--- src/rtl/triangle_tangent_binormal_assert.svh ---
// ----------------------------------------------------------------------------
// Tangent/binormal block assertion macros
// Shared concurrent assertion forms, clocked on clk and held off in reset.
// ----------------------------------------------------------------------------
`ifndef TRIANGLE_TANGENT_BINORMAL_ASSERT_SVH
`define TRIANGLE_TANGENT_BINORMAL_ASSERT_SVH

// same-cycle implication
`define TTB_ASSERT_NOW(label, cond, conseq, msg) \
  label: assert property (@(posedge clk) disable iff (rst) (cond) |-> (conseq)) \
    else $error(msg);

// next-cycle implication
`define TTB_ASSERT_NEXT(label, cond, conseq, msg) \
  label: assert property (@(posedge clk) disable iff (rst) (cond) |=> (conseq)) \
    else $error(msg);

`endif

--- src/rtl/ttb_pkg.sv ---
// ----------------------------------------------------------------------------
// ttb_pkg
// Widths, state codes and vertex phase codes of the tangent/binormal block.
// ----------------------------------------------------------------------------
`default_nettype none

package ttb_pkg;

  localparam int POS_W = 16;
  localparam int TEX_W = 16;
  localparam int OUT_W = 16;

  // signed difference of two inputs, and its magnitude
  localparam int DIF_W = ((POS_W > TEX_W) ? POS_W : TEX_W) + 1;
  localparam int MAG_W = DIF_W - 1;
  localparam int PRD_W = 2 * MAG_W;
  localparam int ACC_W = PRD_W + 2;

  // normalization
  localparam int NORM_BITS = 30;
  localparam int NM_W = ((ACC_W - 1) > NORM_BITS) ? (ACC_W - 1) : NORM_BITS;
  localparam int MUL_W = (MAG_W > NORM_BITS) ? MAG_W : NORM_BITS;
  localparam int SUM_W = 2 * NORM_BITS + 2;
  localparam int RT_W = SUM_W / 2;
  localparam int QUO_W = 16;

  typedef enum logic [1:0] {
    PH_FIRST  = 2'd0,
    PH_SECOND = 2'd1,
    PH_THIRD  = 2'd2
  } phase_t;

  typedef enum logic [3:0] {
    ST_IDLE,
    ST_MUL_GO,
    ST_MUL_WAIT,
    ST_NORM_LOAD,
    ST_NORM_SHIFT,
    ST_SQ_GO,
    ST_SQ_WAIT,
    ST_SQRT_GO,
    ST_SQRT_WAIT,
    ST_DIV_GO,
    ST_DIV_WAIT,
    ST_FINISH
  } state_t;

endpackage

`default_nettype wire

--- src/rtl/triangle_tangent_binormal.sv ---
// Sequence: the first and second vertex of a face are only held in registers.
// The third vertex starts a face computation: 14 serial products (only 2 on a zero
// determinant), then per vector a load, normalizing shifts, 3 squares, a square
// root and 3 divides.
// Throughput: one face per computation; in_ready is low until its result is registered.
// Reset: synchronous, clears the vertex phase, sequencer and output valid.
// ----------------------------------------------------------------------------
// triangle_tangent_binormal
// Per-face tangent and binormal from a triangle-list vertex stream,
// normalized to Q1.14 with bit-serial multiply, square root and divide.
// ----------------------------------------------------------------------------
`default_nettype none

module triangle_tangent_binormal (
  input  logic                               clk,
  input  logic                               rst,
  input  logic                               in_valid,
  output logic                               in_ready,
  input  logic signed [ttb_pkg::POS_W-1:0]   pos_x,
  input  logic signed [ttb_pkg::POS_W-1:0]   pos_y,
  input  logic signed [ttb_pkg::POS_W-1:0]   pos_z,
  input  logic        [ttb_pkg::TEX_W-1:0]   tex_u,
  input  logic        [ttb_pkg::TEX_W-1:0]   tex_v,
  output logic                               out_valid,
  input  logic                               out_ready,
  output logic signed [ttb_pkg::OUT_W-1:0]   tangent_x,
  output logic signed [ttb_pkg::OUT_W-1:0]   tangent_y,
  output logic signed [ttb_pkg::OUT_W-1:0]   tangent_z,
  output logic signed [ttb_pkg::OUT_W-1:0]   binormal_x,
  output logic signed [ttb_pkg::OUT_W-1:0]   binormal_y,
  output logic signed [ttb_pkg::OUT_W-1:0]   binormal_z,
  output logic                               degenerate
);

`include "triangle_tangent_binormal_assert.svh"

  localparam int DW = ttb_pkg::DIF_W;
  localparam int MG = ttb_pkg::MAG_W;
  localparam int PW = ttb_pkg::PRD_W;
  localparam int AW = ttb_pkg::ACC_W;
  localparam int NB = ttb_pkg::NORM_BITS;
  localparam int NW = ttb_pkg::NM_W;
  localparam int MW = ttb_pkg::MUL_W;
  localparam int SW = ttb_pkg::SUM_W;
  localparam int RW = ttb_pkg::RT_W;
  localparam int QW = ttb_pkg::QUO_W;
  localparam int OW = ttb_pkg::OUT_W;

  ttb_pkg::state_t state, state_next;
  ttb_pkg::phase_t phase;

  // held vertices, already widened
  logic signed [DW-1:0] v0_x, v0_y, v0_z, v0_u, v0_v;
  logic signed [DW-1:0] v1_x, v1_y, v1_z, v1_u, v1_v;
  logic signed [DW-1:0] in_x, in_y, in_z, in_u, in_v;

  // face operands
  logic signed [DW-1:0] e1_x, e1_y, e1_z, e2_x, e2_y, e2_z;
  logic signed [DW-1:0] du1, dv1, du2, dv2;

  logic [3:0]            op;
  logic signed [AW-1:0]  acc, det;
  logic signed [AW-1:0]  tan_x, tan_y, tan_z, bin_x, bin_y, bin_z;
  logic                  vsel;
  logic [1:0]            idx;
  logic [NW-1:0]         nm0, nm1, nm2;
  logic                  ns0, ns1, ns2;
  logic [SW-1:0]         sum;
  logic [RW-1:0]         len;
  logic                  deg;
  logic signed [OW-1:0]  tq0, tq1, tq2, bq0, bq1, bq2;

  logic in_xfer;
  assign in_ready = (state == ttb_pkg::ST_IDLE);
  assign in_xfer  = in_valid && in_ready;

  assign in_x = DW'(pos_x);
  assign in_y = DW'(pos_y);
  assign in_z = DW'(pos_z);
  assign in_u = DW'(tex_u);
  assign in_v = DW'(tex_v);

  // operand select for the product sequence
  logic signed [DW-1:0] opa, opb;
  logic [DW-1:0]        nega, negb;
  logic [MG-1:0]        maga, magb;
  logic                 psign;

  always_comb begin
    case (op)
      4'd0:    begin opa = du1; opb = dv2;  end
      4'd1:    begin opa = du2; opb = dv1;  end
      4'd2:    begin opa = dv2; opb = e1_x; end
      4'd3:    begin opa = dv1; opb = e2_x; end
      4'd4:    begin opa = dv2; opb = e1_y; end
      4'd5:    begin opa = dv1; opb = e2_y; end
      4'd6:    begin opa = dv2; opb = e1_z; end
      4'd7:    begin opa = dv1; opb = e2_z; end
      4'd8:    begin opa = du1; opb = e2_x; end
      4'd9:    begin opa = du2; opb = e1_x; end
      4'd10:   begin opa = du1; opb = e2_y; end
      4'd11:   begin opa = du2; opb = e1_y; end
      4'd12:   begin opa = du1; opb = e2_z; end
      4'd13:   begin opa = du2; opb = e1_z; end
      default: begin opa = '0;  opb = '0;   end
    endcase
  end

  assign nega  = -opa;
  assign negb  = -opb;
  assign maga  = opa[DW-1] ? nega[MG-1:0] : opa[MG-1:0];
  assign magb  = opb[DW-1] ? negb[MG-1:0] : opb[MG-1:0];
  assign psign = opa[DW-1] ^ opb[DW-1];

  // current normalized magnitude
  logic [NB-1:0] m_cur;
  always_comb begin
    case (idx)
      2'd0:    m_cur = nm0[NB-1:0];
      2'd1:    m_cur = nm1[NB-1:0];
      default: m_cur = nm2[NB-1:0];
    endcase
  end

  logic n_cur;
  always_comb begin
    case (idx)
      2'd0:    n_cur = ns0;
      2'd1:    n_cur = ns1;
      default: n_cur = ns2;
    endcase
  end

  // serial units
  logic              sq_phase;
  logic              mul_start, sqrt_start, div_start;
  logic              mul_done, sqrt_done, div_done;
  logic [MW-1:0]     mul_a, mul_b;
  logic [2*MW-1:0]   mul_p;
  logic [RW-1:0]     sqrt_r;
  logic [QW-1:0]     div_q;

  assign sq_phase = (state == ttb_pkg::ST_SQ_GO) || (state == ttb_pkg::ST_SQ_WAIT);
  assign mul_a    = sq_phase ? MW'(m_cur) : MW'(maga);
  assign mul_b    = sq_phase ? MW'(m_cur) : MW'(magb);

  ttb_mul u_mul (
    .clk    (clk),
    .rst    (rst),
    .start  (mul_start),
    .mcand  (mul_a),
    .mplier (mul_b),
    .done   (mul_done),
    .prod   (mul_p)
  );

  ttb_sqrt u_sqrt (
    .clk      (clk),
    .rst      (rst),
    .start    (sqrt_start),
    .radicand (sum),
    .done     (sqrt_done),
    .root     (sqrt_r)
  );

  ttb_div u_div (
    .clk   (clk),
    .rst   (rst),
    .start (div_start),
    .num   (m_cur),
    .den   (len),
    .done  (div_done),
    .quo   (div_q)
  );

  // product accumulation
  logic signed [AW-1:0] term, term_s, acc_new;
  assign term    = AW'(mul_p[PW-1:0]);
  assign term_s  = psign ? -term : term;
  assign acc_new = op[0] ? (acc - term_s) : term_s;

  // normalization view of the selected vector
  logic signed [AW-1:0] c0, c1, c2;
  logic [AW-1:0]        a0, a1, a2;
  assign c0 = vsel ? bin_x : tan_x;
  assign c1 = vsel ? bin_y : tan_y;
  assign c2 = vsel ? bin_z : tan_z;
  assign a0 = c0[AW-1] ? -c0 : c0;
  assign a1 = c1[AW-1] ? -c1 : c1;
  assign a2 = c2[AW-1] ? -c2 : c2;

  logic [NW-1:0] orv;
  logic          too_wide, too_narrow, vec_zero;
  assign orv        = nm0 | nm1 | nm2;
  assign vec_zero   = (orv == '0);
  assign too_wide   = |orv[NW-1:NB];
  assign too_narrow = !orv[NB-1];

  // round half away from zero and apply sign
  logic [QW:0]          rsum;
  logic [QW-1:0]        rq;
  logic signed [OW-1:0] qv;
  assign rsum = (QW + 1)'(div_q) + 1'b1;
  assign rq   = rsum[QW:1];
  assign qv   = n_cur ? -OW'(rq) : OW'(rq);

  logic out_free;
  assign out_free = !out_valid || out_ready;

  always_ff @(posedge clk) begin
    if (rst) begin
      state <= ttb_pkg::ST_IDLE;
    end else begin
      state <= state_next;
    end
  end

  always_comb begin
    state_next = state;
    mul_start  = 1'b0;
    sqrt_start = 1'b0;
    div_start  = 1'b0;
    case (state)
      ttb_pkg::ST_IDLE: begin
        if (in_xfer && phase == ttb_pkg::PH_THIRD) state_next = ttb_pkg::ST_MUL_GO;
      end
      ttb_pkg::ST_MUL_GO: begin
        mul_start  = 1'b1;
        state_next = ttb_pkg::ST_MUL_WAIT;
      end
      ttb_pkg::ST_MUL_WAIT: begin
        if (mul_done) begin
          if (op == 4'd1 && acc_new == '0) state_next = ttb_pkg::ST_FINISH;
          else if (op == 4'd13)            state_next = ttb_pkg::ST_NORM_LOAD;
          else                             state_next = ttb_pkg::ST_MUL_GO;
        end
      end
      ttb_pkg::ST_NORM_LOAD: begin
        state_next = ttb_pkg::ST_NORM_SHIFT;
      end
      ttb_pkg::ST_NORM_SHIFT: begin
        if (vec_zero)                        state_next = ttb_pkg::ST_FINISH;
        else if (!too_wide && !too_narrow)   state_next = ttb_pkg::ST_SQ_GO;
      end
      ttb_pkg::ST_SQ_GO: begin
        mul_start  = 1'b1;
        state_next = ttb_pkg::ST_SQ_WAIT;
      end
      ttb_pkg::ST_SQ_WAIT: begin
        if (mul_done) state_next = (idx == 2'd2) ? ttb_pkg::ST_SQRT_GO : ttb_pkg::ST_SQ_GO;
      end
      ttb_pkg::ST_SQRT_GO: begin
        sqrt_start = 1'b1;
        state_next = ttb_pkg::ST_SQRT_WAIT;
      end
      ttb_pkg::ST_SQRT_WAIT: begin
        if (sqrt_done) state_next = ttb_pkg::ST_DIV_GO;
      end
      ttb_pkg::ST_DIV_GO: begin
        div_start  = 1'b1;
        state_next = ttb_pkg::ST_DIV_WAIT;
      end
      ttb_pkg::ST_DIV_WAIT: begin
        if (div_done) begin
          if (idx != 2'd2) state_next = ttb_pkg::ST_DIV_GO;
          else if (!vsel)  state_next = ttb_pkg::ST_NORM_LOAD;
          else             state_next = ttb_pkg::ST_FINISH;
        end
      end
      ttb_pkg::ST_FINISH: begin
        if (out_free) state_next = ttb_pkg::ST_IDLE;
      end
      default: state_next = ttb_pkg::ST_IDLE;
    endcase
  end

  // vertex phase
  always_ff @(posedge clk) begin
    if (rst) begin
      phase <= ttb_pkg::PH_FIRST;
    end else if (in_xfer) begin
      case (phase)
        ttb_pkg::PH_FIRST:  phase <= ttb_pkg::PH_SECOND;
        ttb_pkg::PH_SECOND: phase <= ttb_pkg::PH_THIRD;
        default:            phase <= ttb_pkg::PH_FIRST;
      endcase
    end
  end

  // datapath
  always_ff @(posedge clk) begin
    if (rst) begin
      v0_x <= '0; v0_y <= '0; v0_z <= '0; v0_u <= '0; v0_v <= '0;
      v1_x <= '0; v1_y <= '0; v1_z <= '0; v1_u <= '0; v1_v <= '0;
    end else if (in_xfer) begin
      if (phase == ttb_pkg::PH_SECOND) begin
        v1_x <= in_x; v1_y <= in_y; v1_z <= in_z; v1_u <= in_u; v1_v <= in_v;
      end else if (phase != ttb_pkg::PH_THIRD) begin
        v0_x <= in_x; v0_y <= in_y; v0_z <= in_z; v0_u <= in_u; v0_v <= in_v;
      end
    end
  end

  always_ff @(posedge clk) begin
    case (state)
      ttb_pkg::ST_IDLE: begin
        e1_x <= v1_x - v0_x;
        e1_y <= v1_y - v0_y;
        e1_z <= v1_z - v0_z;
        e2_x <= in_x - v0_x;
        e2_y <= in_y - v0_y;
        e2_z <= in_z - v0_z;
        du1  <= v1_u - v0_u;
        dv1  <= v1_v - v0_v;
        du2  <= in_u - v0_u;
        dv2  <= in_v - v0_v;
        op   <= '0;
        vsel <= 1'b0;
        deg  <= 1'b0;
      end
      ttb_pkg::ST_MUL_WAIT: begin
        if (mul_done) begin
          acc <= acc_new;
          op  <= op + 1'b1;
          case (op)
            4'd1: begin
              det <= acc_new;
              if (acc_new == '0) deg <= 1'b1;
            end
            4'd3:  tan_x <= acc_new;
            4'd5:  tan_y <= acc_new;
            4'd7:  tan_z <= acc_new;
            4'd9:  bin_x <= acc_new;
            4'd11: bin_y <= acc_new;
            4'd13: bin_z <= acc_new;
            default: ;
          endcase
        end
      end
      ttb_pkg::ST_NORM_LOAD: begin
        nm0 <= NW'(a0[AW-2:0]);
        nm1 <= NW'(a1[AW-2:0]);
        nm2 <= NW'(a2[AW-2:0]);
        ns0 <= c0[AW-1] ^ det[AW-1];
        ns1 <= c1[AW-1] ^ det[AW-1];
        ns2 <= c2[AW-1] ^ det[AW-1];
      end
      ttb_pkg::ST_NORM_SHIFT: begin
        idx <= '0;
        sum <= '0;
        if (vec_zero) begin
          deg <= 1'b1;
        end else if (too_wide) begin
          // truncate one bit at a time
          nm0 <= nm0 >> 1;
          nm1 <= nm1 >> 1;
          nm2 <= nm2 >> 1;
        end else if (too_narrow) begin
          nm0 <= nm0 << 1;
          nm1 <= nm1 << 1;
          nm2 <= nm2 << 1;
        end
      end
      ttb_pkg::ST_SQ_WAIT: begin
        if (mul_done) begin
          sum <= sum + SW'(mul_p);
          idx <= (idx == 2'd2) ? 2'd0 : idx + 1'b1;
        end
      end
      ttb_pkg::ST_SQRT_WAIT: begin
        if (sqrt_done) len <= sqrt_r;
      end
      ttb_pkg::ST_DIV_WAIT: begin
        if (div_done) begin
          idx <= (idx == 2'd2) ? 2'd0 : idx + 1'b1;
          if (idx == 2'd2) vsel <= 1'b1;
          case ({vsel, idx})
            3'b000:  tq0 <= qv;
            3'b001:  tq1 <= qv;
            3'b010:  tq2 <= qv;
            3'b100:  bq0 <= qv;
            3'b101:  bq1 <= qv;
            3'b110:  bq2 <= qv;
            default: ;
          endcase
        end
      end
      default: ;
    endcase
  end

  // output register
  always_ff @(posedge clk) begin
    if (rst) begin
      out_valid <= 1'b0;
    end else if (state == ttb_pkg::ST_FINISH && out_free) begin
      out_valid <= 1'b1;
    end else if (out_ready) begin
      out_valid <= 1'b0;
    end
  end

  always_ff @(posedge clk) begin
    if (state == ttb_pkg::ST_FINISH && out_free) begin
      tangent_x  <= deg ? '0 : tq0;
      tangent_y  <= deg ? '0 : tq1;
      tangent_z  <= deg ? '0 : tq2;
      binormal_x <= deg ? '0 : bq0;
      binormal_y <= deg ? '0 : bq1;
      binormal_z <= deg ? '0 : bq2;
      degenerate <= deg;
    end
  end

  `TTB_ASSERT_NOW(a_mul_done_waited, mul_done,
    state == ttb_pkg::ST_MUL_WAIT || state == ttb_pkg::ST_SQ_WAIT,
    "multiplier finished outside a wait state")
  `TTB_ASSERT_NOW(a_sqrt_done_waited, sqrt_done, state == ttb_pkg::ST_SQRT_WAIT,
    "square root finished outside its wait state")
  `TTB_ASSERT_NOW(a_div_done_waited, div_done, state == ttb_pkg::ST_DIV_WAIT,
    "divider finished outside its wait state")
  `TTB_ASSERT_NEXT(a_finish_loads, state == ttb_pkg::ST_FINISH && out_free,
    out_valid && state == ttb_pkg::ST_IDLE, "finished face not presented")
  `TTB_ASSERT_NOW(a_degenerate_zero, out_valid && degenerate,
    tangent_x == '0 && tangent_y == '0 && tangent_z == '0 && binormal_x == '0,
    "degenerate result with nonzero vector")

endmodule

`default_nettype wire

--- src/rtl/ttb_mul.sv ---
// ----------------------------------------------------------------------------
// ttb_mul
// Bit-serial unsigned shift-add multiplier, one multiplier bit per cycle.
// ----------------------------------------------------------------------------
`default_nettype none

module ttb_mul (
  input  logic                          clk,
  input  logic                          rst,
  input  logic                          start,
  input  logic [ttb_pkg::MUL_W-1:0]     mcand,
  input  logic [ttb_pkg::MUL_W-1:0]     mplier,
  output logic                          done,
  output logic [2*ttb_pkg::MUL_W-1:0]   prod
);

  localparam int MW = ttb_pkg::MUL_W;
  localparam int CW = $clog2(MW);

  logic          busy;
  logic [CW-1:0] cnt;
  logic [MW-1:0] hi;
  logic [MW-1:0] lo;
  logic [MW-1:0] mc;
  logic [MW:0]   sum;

  assign sum  = {1'b0, hi} + (lo[0] ? {1'b0, mc} : {(MW + 1){1'b0}});
  assign prod = {hi, lo};

  always_ff @(posedge clk) begin
    if (rst) begin
      busy <= 1'b0;
      done <= 1'b0;
      cnt  <= '0;
    end else begin
      done <= 1'b0;
      if (start) begin
        busy <= 1'b1;
        cnt  <= '0;
      end else if (busy) begin
        cnt <= cnt + 1'b1;
        if (cnt == CW'(MW - 1)) begin
          busy <= 1'b0;
          done <= 1'b1;
        end
      end
    end
  end

  always_ff @(posedge clk) begin
    if (start) begin
      hi <= '0;
      lo <= mplier;
      mc <= mcand;
    end else if (busy) begin
      {hi, lo} <= {sum, lo[MW-1:1]};
    end
  end

endmodule

`default_nettype wire

--- src/rtl/ttb_sqrt.sv ---
// ----------------------------------------------------------------------------
// ttb_sqrt
// Digit-by-digit integer square root, two radicand bits per cycle.
// ----------------------------------------------------------------------------
`default_nettype none

module ttb_sqrt (
  input  logic                       clk,
  input  logic                       rst,
  input  logic                       start,
  input  logic [ttb_pkg::SUM_W-1:0]  radicand,
  output logic                       done,
  output logic [ttb_pkg::RT_W-1:0]   root
);

  localparam int SW = ttb_pkg::SUM_W;
  localparam int RW = ttb_pkg::RT_W;
  localparam int MW = RW + 4;
  localparam int CW = $clog2(RW);

  logic          busy;
  logic [CW-1:0] cnt;
  logic [SW-1:0] src;
  logic [MW-1:0] rem;
  logic [MW-1:0] rem_sh;
  logic [MW-1:0] trial;
  logic          ge;

  assign rem_sh = {rem[MW-3:0], src[SW-1:SW-2]};
  assign trial  = MW'({root, 2'b01});
  assign ge     = (rem_sh >= trial);

  always_ff @(posedge clk) begin
    if (rst) begin
      busy <= 1'b0;
      done <= 1'b0;
      cnt  <= '0;
    end else begin
      done <= 1'b0;
      if (start) begin
        busy <= 1'b1;
        cnt  <= '0;
      end else if (busy) begin
        cnt <= cnt + 1'b1;
        if (cnt == CW'(RW - 1)) begin
          busy <= 1'b0;
          done <= 1'b1;
        end
      end
    end
  end

  always_ff @(posedge clk) begin
    if (start) begin
      src  <= radicand;
      rem  <= '0;
      root <= '0;
    end else if (busy) begin
      src  <= {src[SW-3:0], 2'b00};
      rem  <= ge ? (rem_sh - trial) : rem_sh;
      root <= {root[RW-2:0], ge};
    end
  end

endmodule

`default_nettype wire

--- src/rtl/ttb_div.sv ---
// ----------------------------------------------------------------------------
// ttb_div
// Restoring divider for m * 2^15 / L with m <= L, one quotient bit per cycle.
// ----------------------------------------------------------------------------
`default_nettype none

module ttb_div (
  input  logic                           clk,
  input  logic                           rst,
  input  logic                           start,
  input  logic [ttb_pkg::NORM_BITS-1:0]  num,
  input  logic [ttb_pkg::RT_W-1:0]       den,
  output logic                           done,
  output logic [ttb_pkg::QUO_W-1:0]      quo
);

  localparam int RW = ttb_pkg::RT_W;
  localparam int QW = ttb_pkg::QUO_W;
  localparam int CW = $clog2(QW);

  logic          busy;
  logic [CW-1:0] cnt;
  logic [RW:0]   rem;
  logic [RW-1:0] dv;
  logic [RW:0]   r1;
  logic          ge;

  assign ge = (rem >= {1'b0, dv});
  assign r1 = ge ? (rem - {1'b0, dv}) : rem;

  always_ff @(posedge clk) begin
    if (rst) begin
      busy <= 1'b0;
      done <= 1'b0;
      cnt  <= '0;
    end else begin
      done <= 1'b0;
      if (start) begin
        busy <= 1'b1;
        cnt  <= '0;
      end else if (busy) begin
        cnt <= cnt + 1'b1;
        if (cnt == CW'(QW - 1)) begin
          busy <= 1'b0;
          done <= 1'b1;
        end
      end
    end
  end

  // shifted remainder stays below twice the divisor after the first step
  always_ff @(posedge clk) begin
    if (start) begin
      rem <= (RW + 1)'(num);
      dv  <= den;
      quo <= '0;
    end else if (busy) begin
      rem <= {r1[RW-1:0], 1'b0};
      quo <= {quo[QW-2:0], ge};
    end
  end

endmodule

`default_nettype wire

--- config.mk ---
export PLATFORM = sky130hd
export DESIGN_NAME = triangle_tangent_binormal
export DESIGN_NICKNAME = d
export VERILOG_FILES = /design/src/rtl/ttb_pkg.sv /design/src/rtl/triangle_tangent_binormal.sv /design/src/rtl/ttb_mul.sv /design/src/rtl/ttb_sqrt.sv /design/src/rtl/ttb_div.sv
export VERILOG_INCLUDE_DIRS = /design/src /design/src/rtl
export SDC_FILE = /design/constraint.sdc
export NUM_CORES = 2
export LEC_CHECK = 0
export ABC_AREA = 0
export BUFFER_PORTS_ARGS = -buffer_cell sky130_fd_sc_hd__buf_2
export CAP_MARGIN = 20
export CORE_UTILIZATION = 63
export DETAILED_ROUTE_END_ITERATION = 8
export PLACE_DENSITY_LB_ADDON = 0.25
export SLEW_MARGIN = 40
export SYNTH_ARGS = -nofsm -noshare
export SYNTH_HDL_FRONTEND = slang
export SYNTH_SLANG_ARGS = --single-unit
--- constraint.sdc ---
create_clock -name clk -period 26.1 [get_ports clk]
set_input_delay 5.22 -clock clk [delete_from_list [all_inputs] [get_ports clk]]
set_output_delay 5.22 -clock clk [all_outputs]
set_load 0.05 [all_outputs]
# Yosys cells after proc, flatten, opt, wreduce, memory -nomap -nowiden

Cells that the tools add are included.

Register bits: 1320
Input port bits: 84
Output and inout bits: 99
Logic and storage cells: 321

Add/subtract/negate cells: 28
Order comparisons: 2
Equality and inequality tests: 51
Muxes and demuxes: 86
Bitwise gates (word level): 10
Reductions and logical operators: 68

Operators by type and width:

| kind               | count |
|---|---|
| $mux 33            | 13 |
| $pmux 33 s2        | 3 |
| $mux 62            | 3 |
| $mux 30            | 6 |
| $mux 34            | 5 |
| $sub 16x16->17     | 10 |
| $pmux 17 s8        | 1 |
| $pmux 62 s2        | 1 |
| $neg 33->33        | 3 |
| $pmux 17 s4        | 1 |
| $or 33x33->33      | 2 |
| $mux 16            | 4 |
| $add 62x60->62     | 1 |
| $pmux 30 s2        | 1 |
| $reduce_and 3->1   | 17 |
| $mux 4             | 12 |
| $neg 16->16        | 3 |
| $pmux 4 s12        | 1 |
| $eq 4x4->1 const B | 11 |
| $ge 35x33->1       | 1 |
| $logic_not 34->1   | 1 |
| $neg 32->34        | 1 |
| $sub 34x34->34     | 1 |
| $logic_not 33->1   | 1 |
| 44 further kinds   | 142 |

# Longest topological paths before layout

Depth after elaboration: 12
Mapped depth: 31
Depth with buffers taken out: 24

# By module

A second synthesis with hierarchy kept.

Cells, all modules: 6947
Area total of the unflattened synthesis: 71023.1 sq um

Modules (own cells, without submodules):

| module                    | times used | cells an instance | area an instance (sq um) | seq. area each (sq um) |
|---|---|---|---|---|
| triangle_tangent_binormal | 1          | 5201              | 53107.2                  | 27516.4 |
| ttb_sqrt                  | 1          | 734               | 7498.4                   | 3283.1 |
| ttb_mul                   | 1          | 494               | 5222.5                   | 2542.4 |
| ttb_div                   | 1          | 518               | 5195.0                   | 2312.2 |

# Worst setup path before layout

Ideal clock, no wire load.

Kind: reg2out
From: register state[3]
To: output port in_ready
Arrival: 18.294 ns
Data required time: 20.880 ns
Slack: 2.586 ns
Cell stages (with the launch flop): 2
Path buffers: 0
Cells stage by stage: dfxtp_1 nor4_1

Longest elaborated chain between the ends: 1

RTL lines:

| what                     | RTL line                         | source |
|---|---|---|
| start: declaration       | triangle_tangent_binormal.sv:49  | `ttb_pkg::state_t state, state_next;` |
| start signal: assignment | triangle_tangent_binormal.sv:212 | `state <= ttb_pkg::ST_IDLE;` |
| start signal: assignment | triangle_tangent_binormal.sv:214 | `state <= state_next;` |
| $logic_not 4->1          | triangle_tangent_binormal.sv:74  | `assign in_ready = (state == ttb_pkg::ST_IDLE);` |
| end: declaration         | triangle_tangent_binormal.sv:18  | `output logic in_ready,` |

No other way between the ends.

# Final worst setup path

From: input port tex_v[1] (netlist name)
To: register dv2[15] (data pin)

Longest elaborated chain between the ends: 1

RTL lines:

| what                   | RTL line                         | source |
|---|---|---|
| start: declaration     | triangle_tangent_binormal.sv:23  | `input logic [ttb_pkg::TEX_W-1:0] tex_v,` |
| $sub 16x16->17         | triangle_tangent_binormal.sv:316 | `dv2 <= in_v - v0_v;` |
| end signal: assignment | triangle_tangent_binormal.sv:316 |  |
| end: declaration       | triangle_tangent_binormal.sv:59  | `logic signed [DW-1:0] du1, dv1, du2, dv2;` |

No other way between the ends.
A chain may end at the register's enable or synchronous reset.

==> reports/metrics.yaml <==
timing:
  tns_ns: 0
  fin_hold_ws_ns: 0.414
  hold_violations: 0
  slew_headroom_pct: 27.8
  tightest_slew_ns: 1.08
  max_freq_mhz: 125
  setup_viol: 0
  rsz0062_at_grt: "no"
  fin_skew_ns: 0.0328
  fin_crit_ns: 8.01
  setup_ws_ns: 18.09
  post-route-period-util_pct: 30.7
  slew_violations: 0
grt:
  grt_pass1_vias: 51200
  track_usage_pct: 32.5
  grt-ovfl-total: 0
  grt_pass1_wl_um: 282000
  antenna_found_initial: 11
  grt_max_degree: 98
synthesis:
  syn-instance-count: 6853
  synth_top_cells_by_area: "edfxtp_1 43%, dfxtp_1 8.6%, ha_1 6.4%, nand2_1 5.1%, a21oi_1 3.7%"
  ys_warn_count: 0
  synth.largest_area_cell: "edfxtp_1"
  synth_top_cell_area_share_pct: 42.7
  yosys-top-cells-count: "988 x edfxtp_1, 935 x nand2_1, 641 x nor2_1"
  ys.flop_type: "edfxtp_1"
  yosysMostFrequentCell: "edfxtp_1"
  synth_edf_count: 988
  ys_seq_area_share_pct: 51.3
  synth_fp_nets: 7308
  async_flop_share_pct: 0
  synth_area_mm2: 0.0695
  yosys.cell_types.count: 93
  ys_ff_latch: 1287
  syn-mean-instance-area_um2: 10.1
clocking:
  clockBufferDepth: 3
  clk_latency_ns: 0.79
  cts_inserted_buffers: 137
  ctsResizeCount: 0
  h-tree-depth: 4
  cts_tree: "yes"
  clock_sinks: 1287
  cts_root_buf: "clkbuf_16"
  cts_hold_buf: 0
  clkTransAtPathRegs_ns: 0.06
  post_cts_buffers: 0
routing:
  final_antenna_net_count: 0
  detail_route.vias_per_cell: 6.19
  num_vias: 53000
  wl_per_cell_um: 21.3
  drt_drc_violations_left: 0
  routed_wl_um: 182000
  first_iter_violations: 5439
  drt-pass1-iter-count: 9
hold_path:
  hold_path.class: "reg2reg"
placed_design:
  place_ws_ns: 17.40
  gp_congestion: 0.985
  port_buffers: 182
  dpl.hpwl_um: 128000
  placed_area_mm2: 0.0721
power_and_ir_drop:
  total_power_mw: 10.2
  leakage_nw: 29.5
  irDropWorstVdd_mv: 0.134
  power_density_mw_per_mm2: 133
cells_and_area:
  area_delta_synth_final_pct: 10.6
  nets: 7427
  fillCellCount: 7917
  drive_gt1_share_pct: 8.48
  fin_area_mm2: 0.0769
floorplanning:
  die-width_um: 334
  core_mm2: 0.109
  die-area_mm2: 0.112
  num_rows: 121
  start_util_pct: 63.7
  die_y_um: 334
  ios: 183
worst_setup_path:
  path_class: "in2reg"
  crit_path_max_fanout: 4
  critPathRequiredTime_ns: 26.64
  crit_path_start_kind: "primary input"
  critPathCaptureType: "flip-flop"
  cp.arrival_ns: 8.55
flow_run:
  drv_cap: 0
run_status:
  outcome: "finished clean"
## per-stage QoR
step           utilization [%]  instances
2_1_floorplan                -       6853
3_3_place_gp              66.0       8305
3_5_place_dp              66.1       8307
4_1_cts                   70.4       8562
5_1_grt                   70.4       8564
6_report                  70.4       8566
## registers in the layout (all words and copies together), names as in the netlist, 34 cells and up
name and flops:
tan_z 34, sum 62, tan_x 34, acc 34, u_sqrt.src 62, bin_y 34, bin_z 34, bin_x 34
tan_y 34
## final timing paths
path | depth (start not counted) | end | start | slack, ns
setup reg to reg | 21 | deg$_DFFE_PP_ | op[0]$_SDFFCE_PN0P_ | 18.30
setup / recovery | 19 | dv2[15]$_DFFE_PP_ | tex_v[1] | 18.09
hold reg to reg | 0 | u_div.dv[21]$_DFFE_PP_ | len[21]$_DFFE_PP_ | 0.41
hold / removal | 0 | u_div.dv[21]$_DFFE_PP_ | len[21]$_DFFE_PP_ | 0.41
## cells in the final DEF, fill, tap and decap left out, types with 74 or more instances in the layout
cell,netlist,final
a21boi_0,75,75
a21o_1,141,141
a21oi_1,509,499
a31oi_1,117,117
and2_1,99,98
and3_1,80,78
buf_2,3,182
clkbuf_16,0,138
dfxtp_1,299,297
edfxtp_1,988,988
ha_1,357,357
inv_1,332,331
mux2i_1,229,223
nand2_1,935,933
nand2b_1,102,102
nand3_1,79,74
nor2_1,641,637
nor2b_1,161,159
nor3_1,100,90
o21ai_0,308,307
xnor2_1,212,208
xor2_1,170,169
## kinds of logic after synthesis
| group | count (synthesis) | synth area share, % |
|---|---|---|
| compound gates | 1519 | 13.8 |
| xor+xnor | 389 | 5.04 |
| mux | 254 | 3.70 |
| fa+ha+maj | 376 | 6.90 |
| flops | 1287 | 51.3 |
| simple gates | 2404 | 15.8 |
| buf+inv | 624 | 3.39 |
## critical path: stages
cell and delay, ns:
buf_2 0.12, ha_1 0.28, nor2b_1 0.13, o21ai_0 0.22
a21boi_0 0.17, o21ai_0 0.27, a21boi_0 0.16, o21ai_0 0.24
a21boi_0 0.16, o21ai_0 0.19, nand2b_1 0.09, and2_1 0.17
o21ai_0 0.17, nand2b_1 0.13, a21o_1 0.21, a21o_1 0.19
a21o_1 0.18, a21oi_1 0.17, xnor2_1 0.08
## routing by layer
| metal | up-vias | part of all wire, % | wire [um] | track usage (%) |
|---|---|---|---|---|
| met5 | - | 0.041 | 75 | 0 |
| met4 | 12 | 6.8 | 12300 | 19.7 |
| met3 | 581 | 7.7 | 14000 | 5.69 |
| met2 | 2252 | 48 | 87100 | 54.6 |
| met1 | 25300 | 38 | 68800 | 38.9 |
| li1 | 24900 | - | - | - |
## power by group
group,switching (mW),internal [mW],total (mW)
clock,0.857,1.16,2.02
combinational,3.15,1.76,4.91
sequential,0.262,3.05,3.31
## cell type report
class                   count  area [um^2]  area share, %
well taps                1476         1850           2.40
flip-flops and latches   1287        35700           46.4
diodes                      2         5.00        0.00651
clock inverters            89         1060           1.38
multi-input cells        4942        31800           41.3
inverters                 334         1250           1.63
repair buffers            270         1660           2.16
clock buffers             166         3610           4.69
Note: power is estimated with default switching activity, not from simulation.
